==> config.mk <==
export PLATFORM = sky130hd
export DESIGN_NAME = lru_cache_hit_miss_top
export DESIGN_NICKNAME = d
export VERILOG_FILES = /design/src/lruc_pkg.sv /design/src/lruc_lookup.sv /design/src/lruc_slots.sv /design/src/lru_cache_hit_miss_top.sv
export SDC_FILE = /design/constraint.sdc
export NUM_CORES = 2
export LEC_CHECK = 0
export BUFFER_PORTS_ARGS = -buffer_cell sky130_fd_sc_hd__buf_2
export CORE_UTILIZATION = 44
export DETAILED_ROUTE_END_ITERATION = 16
export PLACE_DENSITY = 0.67
export SLEW_MARGIN = 5
export SYNTH_ARGS = -nofsm -noshare
export SYNTH_HDL_FRONTEND = slang
export SYNTH_SLANG_ARGS = --single-unit
==> constraint.sdc <==
create_clock -name clock -period 16.1 [get_ports clock]
set_input_delay 0 -clock clock [delete_from_list [all_inputs] [get_ports clock]]
set_output_delay 0 -clock clock [all_outputs]
set_load 0.05 [all_outputs]
==> src/lruc_pkg.sv <==
// Shared constants and types for the LRU cache hit/miss tracker.
package lruc_pkg;

   localparam int ENTRIES_DEFAULT  = 16;
   localparam int KEY_BITS_DEFAULT = 32;

   localparam int CAP_W = 5;
   localparam logic [CAP_W-1:0] CAP_RESET = 5'd16;

   typedef struct packed {
      logic hit;
      logic full;
   } lookup_type;

endpackage

==> src/lruc_lookup.sv <==
// Parallel tag compare, free slot pick and LRU victim select.
module lruc_lookup #(
   parameter int ENTRIES  = lruc_pkg::ENTRIES_DEFAULT,
   parameter int KEY_BITS = lruc_pkg::KEY_BITS_DEFAULT,
   parameter int AGE_W    = (ENTRIES > 1) ? $clog2(ENTRIES) : 1,
   parameter int FILL_W   = $clog2(ENTRIES + 1)
) (
   input  logic [KEY_BITS-1:0]                key,
   input  logic [ENTRIES-1:0][KEY_BITS-1:0]   slot_key,
   input  logic [ENTRIES-1:0]                 slot_valid,
   input  logic [ENTRIES-1:0][AGE_W-1:0]      slot_age,
   input  logic [FILL_W-1:0]                  fill_count,
   input  logic [lruc_pkg::CAP_W-1:0]         capacity,
   output lruc_pkg::lookup_type               look,
   output logic [ENTRIES-1:0]                 target,
   output logic [AGE_W-1:0]                   hit_age
);

   localparam int CMP_W = (FILL_W > lruc_pkg::CAP_W) ? FILL_W : lruc_pkg::CAP_W;

   logic [ENTRIES-1:0] match;
   logic [ENTRIES-1:0] victim;
   logic [ENTRIES-1:0] free_vec;
   logic [ENTRIES-1:0] free_first;
   logic [AGE_W-1:0]   oldest_age;
   logic [CMP_W-1:0]   cap_raw;
   logic [CMP_W-1:0]   cap_eff;

   assign oldest_age = AGE_W'(fill_count - 1'b1);

   always_comb begin
      hit_age = '0;
      for (int i = 0; i < ENTRIES; i++) begin
         match[i]  = slot_valid[i] && (slot_key[i] == key);
         victim[i] = slot_valid[i] && (slot_age[i] == oldest_age);
         hit_age   = hit_age | (slot_age[i] & {AGE_W{match[i]}});
      end
   end

   // lowest free slot, isolated as one-hot
   assign free_vec   = ~slot_valid;
   assign free_first = free_vec & (~free_vec + 1'b1);

   always_comb begin
      cap_raw = CMP_W'(capacity);
      if (cap_raw == '0) begin
         cap_eff = CMP_W'(1);
      end else if (cap_raw > CMP_W'(ENTRIES)) begin
         cap_eff = CMP_W'(ENTRIES);
      end else begin
         cap_eff = cap_raw;
      end
   end

   assign look.hit  = |match;
   assign look.full = CMP_W'(fill_count) >= cap_eff;

   always_comb begin
      priority if (look.hit) begin
         target = match;
      end else if (look.full) begin
         target = victim;
      end else begin
         target = free_first;
      end
   end

endmodule

==> src/lruc_slots.sv <==
// Slot tags, valid bits, age ranks and fill count with their update.
module lruc_slots #(
   parameter int ENTRIES  = lruc_pkg::ENTRIES_DEFAULT,
   parameter int KEY_BITS = lruc_pkg::KEY_BITS_DEFAULT,
   parameter int AGE_W    = (ENTRIES > 1) ? $clog2(ENTRIES) : 1,
   parameter int FILL_W   = $clog2(ENTRIES + 1)
) (
   input  logic                               clock,
   input  logic                               reset,
   input  logic                               clear,
   input  logic                               upd_valid,
   input  logic [KEY_BITS-1:0]                key,
   input  lruc_pkg::lookup_type               look,
   input  logic [ENTRIES-1:0]                 target,
   input  logic [AGE_W-1:0]                   hit_age,
   output logic [ENTRIES-1:0][KEY_BITS-1:0]   slot_key,
   output logic [ENTRIES-1:0]                 slot_valid,
   output logic [ENTRIES-1:0][AGE_W-1:0]      slot_age,
   output logic [FILL_W-1:0]                  fill_count
);

   logic [ENTRIES-1:0][KEY_BITS-1:0] key_ff;
   logic [ENTRIES-1:0][KEY_BITS-1:0] key_in;
   logic [ENTRIES-1:0]               valid_ff;
   logic [ENTRIES-1:0]               valid_in;
   logic [ENTRIES-1:0][AGE_W-1:0]    age_ff;
   logic [ENTRIES-1:0][AGE_W-1:0]    age_in;
   logic [FILL_W-1:0]                fill_ff;
   logic [FILL_W-1:0]                fill_in;

   always_comb begin
      key_in   = key_ff;
      valid_in = valid_ff;
      age_in   = age_ff;
      fill_in  = fill_ff;
      if (clear) begin
         valid_in = '0;
         fill_in  = '0;
      end else if (upd_valid) begin
         for (int i = 0; i < ENTRIES; i++) begin
            if (target[i]) begin
               age_in[i]   = '0;
               valid_in[i] = 1'b1;
               if (!look.hit) begin
                  key_in[i] = key;
               end
            end else if (valid_ff[i] && (!look.hit || age_ff[i] < hit_age)) begin
               age_in[i] = age_ff[i] + 1'b1;
            end
         end
         if (!look.hit && !look.full) begin
            fill_in = fill_ff + 1'b1;
         end
      end
   end

   always_ff @(posedge clock) begin
      if (reset) begin
         valid_ff <= '0;
         fill_ff  <= '0;
      end else begin
         valid_ff <= valid_in;
         fill_ff  <= fill_in;
      end
   end

   always_ff @(posedge clock) begin
      key_ff <= key_in;
      age_ff <= age_in;
   end

   assign slot_key   = key_ff;
   assign slot_valid = valid_ff;
   assign slot_age   = age_ff;
   assign fill_count = fill_ff;

endmodule

==> src/lru_cache_hit_miss_top.sv <==
// Top level of the fully associative LRU cache hit/miss tracker.
// Takes one key per cycle (start while busy is low) and returns one item per key:
// rsp_miss on rsp_strobe, registered through req_valid_ff and rsp_strobe_ff, for
// exactly one cycle; the receiver cannot stall it. The key is registered, then
// compared against all slots and the tag, valid and age registers are updated in
// the next cycle, which also loads the result register. busy is high only during
// reset. A write on csr_we sets the capacity and empties the cache; write it
// only while no item is in flight.
module lru_cache_hit_miss_top #(
   parameter int ENTRIES  = lruc_pkg::ENTRIES_DEFAULT,
   parameter int KEY_BITS = lruc_pkg::KEY_BITS_DEFAULT
) (
   input  logic                        clock,
   input  logic                        reset,
   input  logic                        start,
   output logic                        busy,
   input  logic signed [KEY_BITS-1:0]  req_key,
   output logic                        rsp_strobe,
   output logic                        rsp_miss,
   input  logic                        csr_we,
   input  logic [lruc_pkg::CAP_W-1:0]  csr_wdata
);

   localparam int AGE_W  = (ENTRIES > 1) ? $clog2(ENTRIES) : 1;
   localparam int FILL_W = $clog2(ENTRIES + 1);

   logic                             req_valid_ff;
   logic [KEY_BITS-1:0]              req_key_ff;
   logic [lruc_pkg::CAP_W-1:0]       capacity_ff;
   logic                             rsp_strobe_ff;
   logic                             rsp_miss_ff;

   logic [ENTRIES-1:0][KEY_BITS-1:0] slot_key;
   logic [ENTRIES-1:0]               slot_valid;
   logic [ENTRIES-1:0][AGE_W-1:0]    slot_age;
   logic [FILL_W-1:0]                fill_count;
   lruc_pkg::lookup_type             look;
   logic [ENTRIES-1:0]               target;
   logic [AGE_W-1:0]                 hit_age;

   assign busy = reset;

   always_ff @(posedge clock) begin
      if (reset) begin
         req_valid_ff  <= 1'b0;
         capacity_ff   <= lruc_pkg::CAP_RESET;
         rsp_strobe_ff <= 1'b0;
      end else begin
         req_valid_ff  <= start;
         rsp_strobe_ff <= req_valid_ff;
         if (csr_we) begin
            capacity_ff <= csr_wdata;
         end
      end
   end

   always_ff @(posedge clock) begin
      req_key_ff  <= req_key;
      rsp_miss_ff <= !look.hit;
   end

   lruc_lookup #(
      .ENTRIES  (ENTRIES),
      .KEY_BITS (KEY_BITS),
      .AGE_W    (AGE_W),
      .FILL_W   (FILL_W)
   ) u_lookup (
      .key        (req_key_ff),
      .slot_key   (slot_key),
      .slot_valid (slot_valid),
      .slot_age   (slot_age),
      .fill_count (fill_count),
      .capacity   (capacity_ff),
      .look       (look),
      .target     (target),
      .hit_age    (hit_age)
   );

   lruc_slots #(
      .ENTRIES  (ENTRIES),
      .KEY_BITS (KEY_BITS),
      .AGE_W    (AGE_W),
      .FILL_W   (FILL_W)
   ) u_slots (
      .clock      (clock),
      .reset      (reset),
      .clear      (csr_we),
      .upd_valid  (req_valid_ff),
      .key        (req_key_ff),
      .look       (look),
      .target     (target),
      .hit_age    (hit_age),
      .slot_key   (slot_key),
      .slot_valid (slot_valid),
      .slot_age   (slot_age),
      .fill_count (fill_count)
   );

   assign rsp_strobe = rsp_strobe_ff;
   assign rsp_miss   = rsp_miss_ff;

endmodule
### Word-level counts from Yosys, hierarchy flattened

Index checks and enable logic that the tools add are counted.

| cells by class | value |
|---|---|
| $add $sub $neg | 19 |
| equality and inequality tests | 32 |
| bitwise operators | 36 |
| magnitude comparators | 18 |
| mux-type cells | 20 |
| reductions and logical operators | 135 |

Operator list:

| kind | count |
|---|---|
| $eq A32 B32 Y1 | 16 |
| $add A4 B1 Y4 const B | 16 |
| $and A4 B4 Y4 | 16 |
| $eq A4 B4 Y1 | 16 |
| $lt A4 B4 Y1 | 16 |
| $mux W4 | 16 |
| $reduce_and A4 Y1 | 16 |
| $or A4 B4 Y4 | 15 |
| $logic_and A1 B1 Y1 | 49 |
| $reduce_and A3 Y1 | 16 |
| $reduce_and A2 Y1 | 17 |
| $mux W16 | 2 |
| $not A16 Y16 | 2 |
| $reduce_bool A2 Y1 | 16 |
| $add A16 B1 Y16 const B | 1 |
| $and A16 B16 Y16 | 1 |
| $logic_or A1 B1 Y1 | 16 |
| $reduce_or A16 Y1 | 1 |
| $mux W5 | 2 |
| $add A5 B1 Y5 const B | 1 |
| $ge A5 B5 Y1 | 1 |
| $gt A5 B5 Y1 const B | 1 |
| $logic_not A5 Y1 | 1 |
| $sub A4 B1 Y4 const B | 1 |
| 3 further kinds | 5 |

| word-level totals | value |
|---|---|
| word-level logic and storage cells | 314 |
| output and inout port bits | 3 |
| register bits | 637 |

### Depth between registers and ports, before layout

| depth | value |
|---|---|
| word-level depth | 23 |
| depth in mapped cells | 16 |
| mapped depth without buffers | 14 |

### By module

A second synthesis with hierarchy kept.

| unflattened totals | value |
|---|---|
| cells, all modules | 2033 |
| area total of the unflattened synthesis | 29381.9 um^2 |

By module, submodules not included:

| module | cells an instance | area an instance (um^2) | instances |
|---|---|---|---|
| lruc_slots | 970 | 20302.0 | 1 |
| lruc_lookup | 1008 | 8174.1 | 1 |
| lru_cache_hit_miss_top | 55 | 905.9 | 1 |

### Least setup slack after synthesis

OpenSTA, ideal clock, no wires.

| path | value |
|---|---|
| path kind | register to register |
| from | register u_slots.fill_ff[0] (netlist: u_slots.fill_count[0]) |
| to | register u_slots.key_ff (netlist bit u_slots.slot_key[256]) (enable) |
| stages on the path, launching flop included | 15 |
| arrival | 4.672 ns |
| slack | 10.996 ns |
| period minus slack after synthesis | 5.104 ns |
| buffers on the path | 4 |
| setup time | 0.432 ns |
| cell sequence | dfxtp_1 -> clkbuf_1 -> buf_1 -> inv_1 -> ha_1 -> nand2b_1 -> a21o_1 -> a21o_1 -> a21oi_1 -> o21ai_0 -> clkbuf_1 -> clkbuf_1 -> nor4_1 -> o21ai_0 -> a21oi_1 |

| on the way | value |
|---|---|
| cells in the longest elaborated chain, start to end | 6 |
| elaborated cells between the ends (all ways) | 7 |
| those cells by class | 1 x add/sub; 1 x order compare; 1 x eq/ne; 2 x mux; 2 x reduce/logical |

Ends and longest elaborated chain:

| what | line | RTL |
|---|---|---|
| start, declared | lruc_slots.sv:28 | `logic [FILL_W-1:0] fill_ff;` |
| start signal, assigned | lruc_slots.sv:63 | `fill_ff <= fill_in;` |
| $sub A4 B1 Y4 | lruc_lookup.sv:29 | `assign oldest_age = AGE_W'(fill_count - 1'b1);` |
| net u_lookup.oldest_age[0] | lruc_lookup.sv:25 | `logic [AGE_W-1:0] oldest_age;` |
| $eq A4 B4 Y1 | lruc_lookup.sv:35 | `victim[i] = slot_valid[i] && (slot_age[i] == oldest_age);` |
| $logic_and A1 B1 Y1 | lruc_lookup.sv:35 |  |
| $mux W16 | lruc_lookup.sv:61 | `end else if (look.full) begin` |
| $mux W16 | lruc_lookup.sv:59 | `priority if (look.hit) begin` |
| $reduce_and A4 Y1 (no line) | -- |  |
| end signal, assigned | lruc_slots.sv:68 | `key_ff <= key_in;` |
| end, declared | lruc_slots.sv:22 | `logic [ENTRIES-1:0][KEY_BITS-1:0] key_ff;` |

The timed path passes the listed nets, and every way through them passes these cells.
A chain may end at the register's enable or synchronous reset.

### Worst setup path in the final report

| path | value |
|---|---|
| from | register req_key_ff[13] |
| to | register u_slots.key_ff (netlist bit u_slots.slot_key[211]) (enable) |

| on the way | value |
|---|---|
| cells in the longest elaborated chain, start to end | 5 |
| elaborated cells between the ends (all ways) | 36 |
| those cells by class | 16 x eq/ne; 1 x mux; 1 x bitwise; 18 x reduce/logical |

Ends and longest elaborated chain:

| what | line | RTL |
|---|---|---|
| start, declared | lru_cache_hit_miss_top.sv:28 | `logic [KEY_BITS-1:0] req_key_ff;` |
| start signal, assigned | lru_cache_hit_miss_top.sv:58 | `req_key_ff <= req_key;` |
| $eq A32 B32 Y1 | lruc_lookup.sv:34 | `match[i] = slot_valid[i] && (slot_key[i] == key);` |
| $logic_and A1 B1 Y1 | lruc_lookup.sv:34 |  |
| $reduce_or A16 Y1 | lruc_lookup.sv:55 | `assign look.hit = \|match;` |
| $mux W16 / $not A1 Y1 (equally long branches) | -- |  |
| $reduce_and A4 Y1 (no line) (*) | -- |  |

Mark *: on every way between the ends. The rest lies on a longest branch, timed or not.

==> metrics <==
Worst Max-Slew Pin Slew=1.29 ns; Final Max Slew Viols=0; multi-input logic area=0.0125 sq mm; Die Y=271 um; cell taking the most area after synthesis=edfxtp_1; Power Dens Cells=102 mW/mm^2; CTS max path bufs=3; Syn Inst Count=2593; drt pass-1 iters=6; FFs w/ async S/R, synth=0%; CTS Buf Count=70; Hold Path End=req_key_ff[13]; outcome=completed; most area-consuming cells after synthesis=edfxtp_1 (54%), xnor2_1 (13%), nand4_1 (5.3%), dfxtp_1 (3.8%), xor2_1 (2.4%); largest family of logic cells by synthesized area=simple AND/OR/NAND/NOR gates; Netlist Area Pre-Place=0.0319 sq mm; #FFs+latches synth=637; switch share=22.8%; Ys Warns=0; hold slack=0.0183 ns; Die ar.=0.0736 sq mm; post-route ant nets=0; Critical Path Start=req_key_ff[13]; # clock sinks=637; Area Overhead vs Synth=13.8%; # Max-Cap Violations=0; Psw=0.000841 W; register area=0.0186 sq mm; critical path class=flip-flop to flip-flop; R2R setup slack=10.82 ns; wire length per cell=26.3 um; part of the power in registers=49.2%; I/O pin cnt=44; Non-Filler Instances=3740; root buffer cell=clkbuf_16; final-stage net count=2813; Main synth FF type=edfxtp_1; Reg clk slew, reported paths=0.06 ns; Synth Area in Compound Gates=4.40%; post-CTS sizing=0; DRT Wirelength=98300 um; Final period util=32.8%; H-tree Lvls=3; largest net degree at the start of global routing=40; gpl congestion=1.07; setup TNS=0 ns; Clock Latency Late Sink=0.64 ns; Synth top area share=54.2%; Worst R2R Path Depth=13; CTS tree=yes; Post-Synth Adder-Cell Area=1.66%; core area=0.0716 sq mm; Synth Area in Simple Gates=17.1%; worst vdd ir=0.0000676 V; Post-CTS Setup Bufs=0; layout cells sized above 1=10.1%; Post-CTS Hold Fix Bufs=65; EDFF count, synth=576; vias per std cell=6.10; Rel. slew slack=11.7%; number of I/O port buffers=43; most frequent cell after synthesis=edfxtp_1; detailed-route via count=22799; synth unique cells=71; Placed Cells=3546; clock skew=0.0364 ns; # setup viols final=0; synthesized area per cell=12.3 sq um; number of global-route vias before repair=22061; crit end category=flip-flop; RSZ-0062 raised after global routing=false; first-pass GRT wire length=145000 um; CP startpoint kind=flip-flop; Final Hold Fails=0; hold_sp=req_key[13]; DR iter-0 viols=2769; Worst Path Max Fanout=36; Worst Hold Depth=2; Reg2Reg Capture Point=u_slots.slot_key[211]; required time worst endpoint=16.44 ns; clock share of power=44.5%; Die W=271 um; internal power=0.00285 W; Max Clock Freq=189 MHz; initial antenna violation count=2; initial core utilization=44.5%; Commonest cells post-synth=edfxtp_1 (576), xnor2_1 (473), nand4_1 (270); total congestion overflow=0; xor and xnor area share after synthesis=15.7%; Syn Nets=2673; sequential area share after synthesis=58.1%; Hold Crit Class=primary input to flip-flop; fill cell count=6203; Global Route Usage Sum=26.4%; Detail Placement HPWL=64900 um; fin crit period=5.28 ns; crit path DAT=5.62 ns; reg-to-reg startpoint=req_key_ff[13]; Leak=11.5 nW; row count=98; # DRC=0; mux cell area share after synthesis=0.224%; combinational share of power=6.3%
worst max-delay path, cell delays in order (launching register included):
cell,delay [ns]
dfxtp_2,0.31
buf_4,0.53
xor2_1,0.21
nor4_1,0.37
nor4bb_1,0.85
nand4_1,0.60
nand4_1,0.39
nor4_4,0.09
buf_4,0.24
nand2_1,0.11
buf_4,0.29
inv_1,0.31
and2_1,0.31
buf_4,0.29
stage by stage:
stage / util (%) / worst slack [ns] / area, sq um / total power [W]
detailed placement: 46.5 / 11.05 / 33300 / 0.00207
CTS: 50.7 / 11.02 / 36300 / 0.00371
floorplan: - / 11.00 / 31900 / 0.00200
global route: 50.7 / 10.81 / 36300 / 0.00379
global placement: 46.5 / 11.10 / 33300 / 0.00206
finish: 50.7 / 10.82 / 36300 / 0.00369
area by class of cell:
class | instances | area share (%)
Antenna cell | 2 | 0.0138
Clock buffer | 89 | 5.31
Clock inverter | 38 | 1.18
Inverter | 73 | 0.755
Multi-Input combinational cell | 1777 | 34.6
Sequential cell | 637 | 51.1
Tap cell | 950 | 3.28
Timing Repair Buffer | 174 | 3.75
power groups by stage:
| stage | sequential (W) | combinational [W] | clock, W |
|---|---|---|---|
| 2_1_floorplan | 0.00186 | 0.000140 | 0 |
| 3_3_place_gp | 0.00185 | 0.000212 | 0 |
| 3_5_place_dp | 0.00185 | 0.000216 | 0 |
| 4_1_cts | 0.00182 | 0.000230 | 0.00166 |
| 5_1_grt | 0.00182 | 0.000247 | 0.00172 |
| 6_report | 0.00182 | 0.000232 | 0.00165 |
logic make-up (layout without fill, tap and decap cells):
family          after synthesis  count (layout)
other cells                   0               2
xor+xnor                    565             565
compound gates              193             193
simple gates                969             969
buf+inv                     179             374
fa+ha+maj                    43              43
mux                           7               7
flops                       637             637
cell usage in the layout (no fill, tap or decap), drive strengths merged, types with 39 or more instances in the layout:
cell type      n
edfxtp       576
nor2         152
dlygate4sd3   65
inv           73
xnor2        479
buf          109
nand2         90
nor3          50
nor4          73
and3          39
nand2b       100
dfxtp         61
xor2          86
ha            39
nand3         93
clkbuf        89
nand4        270
registers in the layout, summed over array words and instances (netlist names):
register and cells:
capacity_ff 5, req_key_ff 32, req_valid_ff 1, rsp_miss 1
rsp_strobe 1, u_slots.fill_count 5, u_slots.slot_age 64, u_slots.slot_key 512
u_slots.slot_valid 16
how the worst max path moves through the flow:
stage | to | slack [ns] | depth (start not counted)
2_1_floorplan | u_slots.slot_key[256] | 11.00 | 14
3_3_place_gp | u_slots.slot_key[196] | 11.10 | 13
3_5_place_dp | u_slots.slot_key[196] | 11.05 | 13
4_1_cts | u_slots.slot_key[205] | 11.02 | 13
5_1_grt | u_slots.slot_key[109] | 10.81 | 13
6_report | u_slots.slot_key[211] | 10.82 | 13
routing by layer:
layer  GRT usage (%)  up-vias  routed length [um]
met5               0        -                   0
met4            9.79        0                3700
met3            5.11      217                9900
met2            40.3     1247               43600
met1            37.4    11338               41100
li1                -     9997                   -
Power figures use the tool's default switching activity.
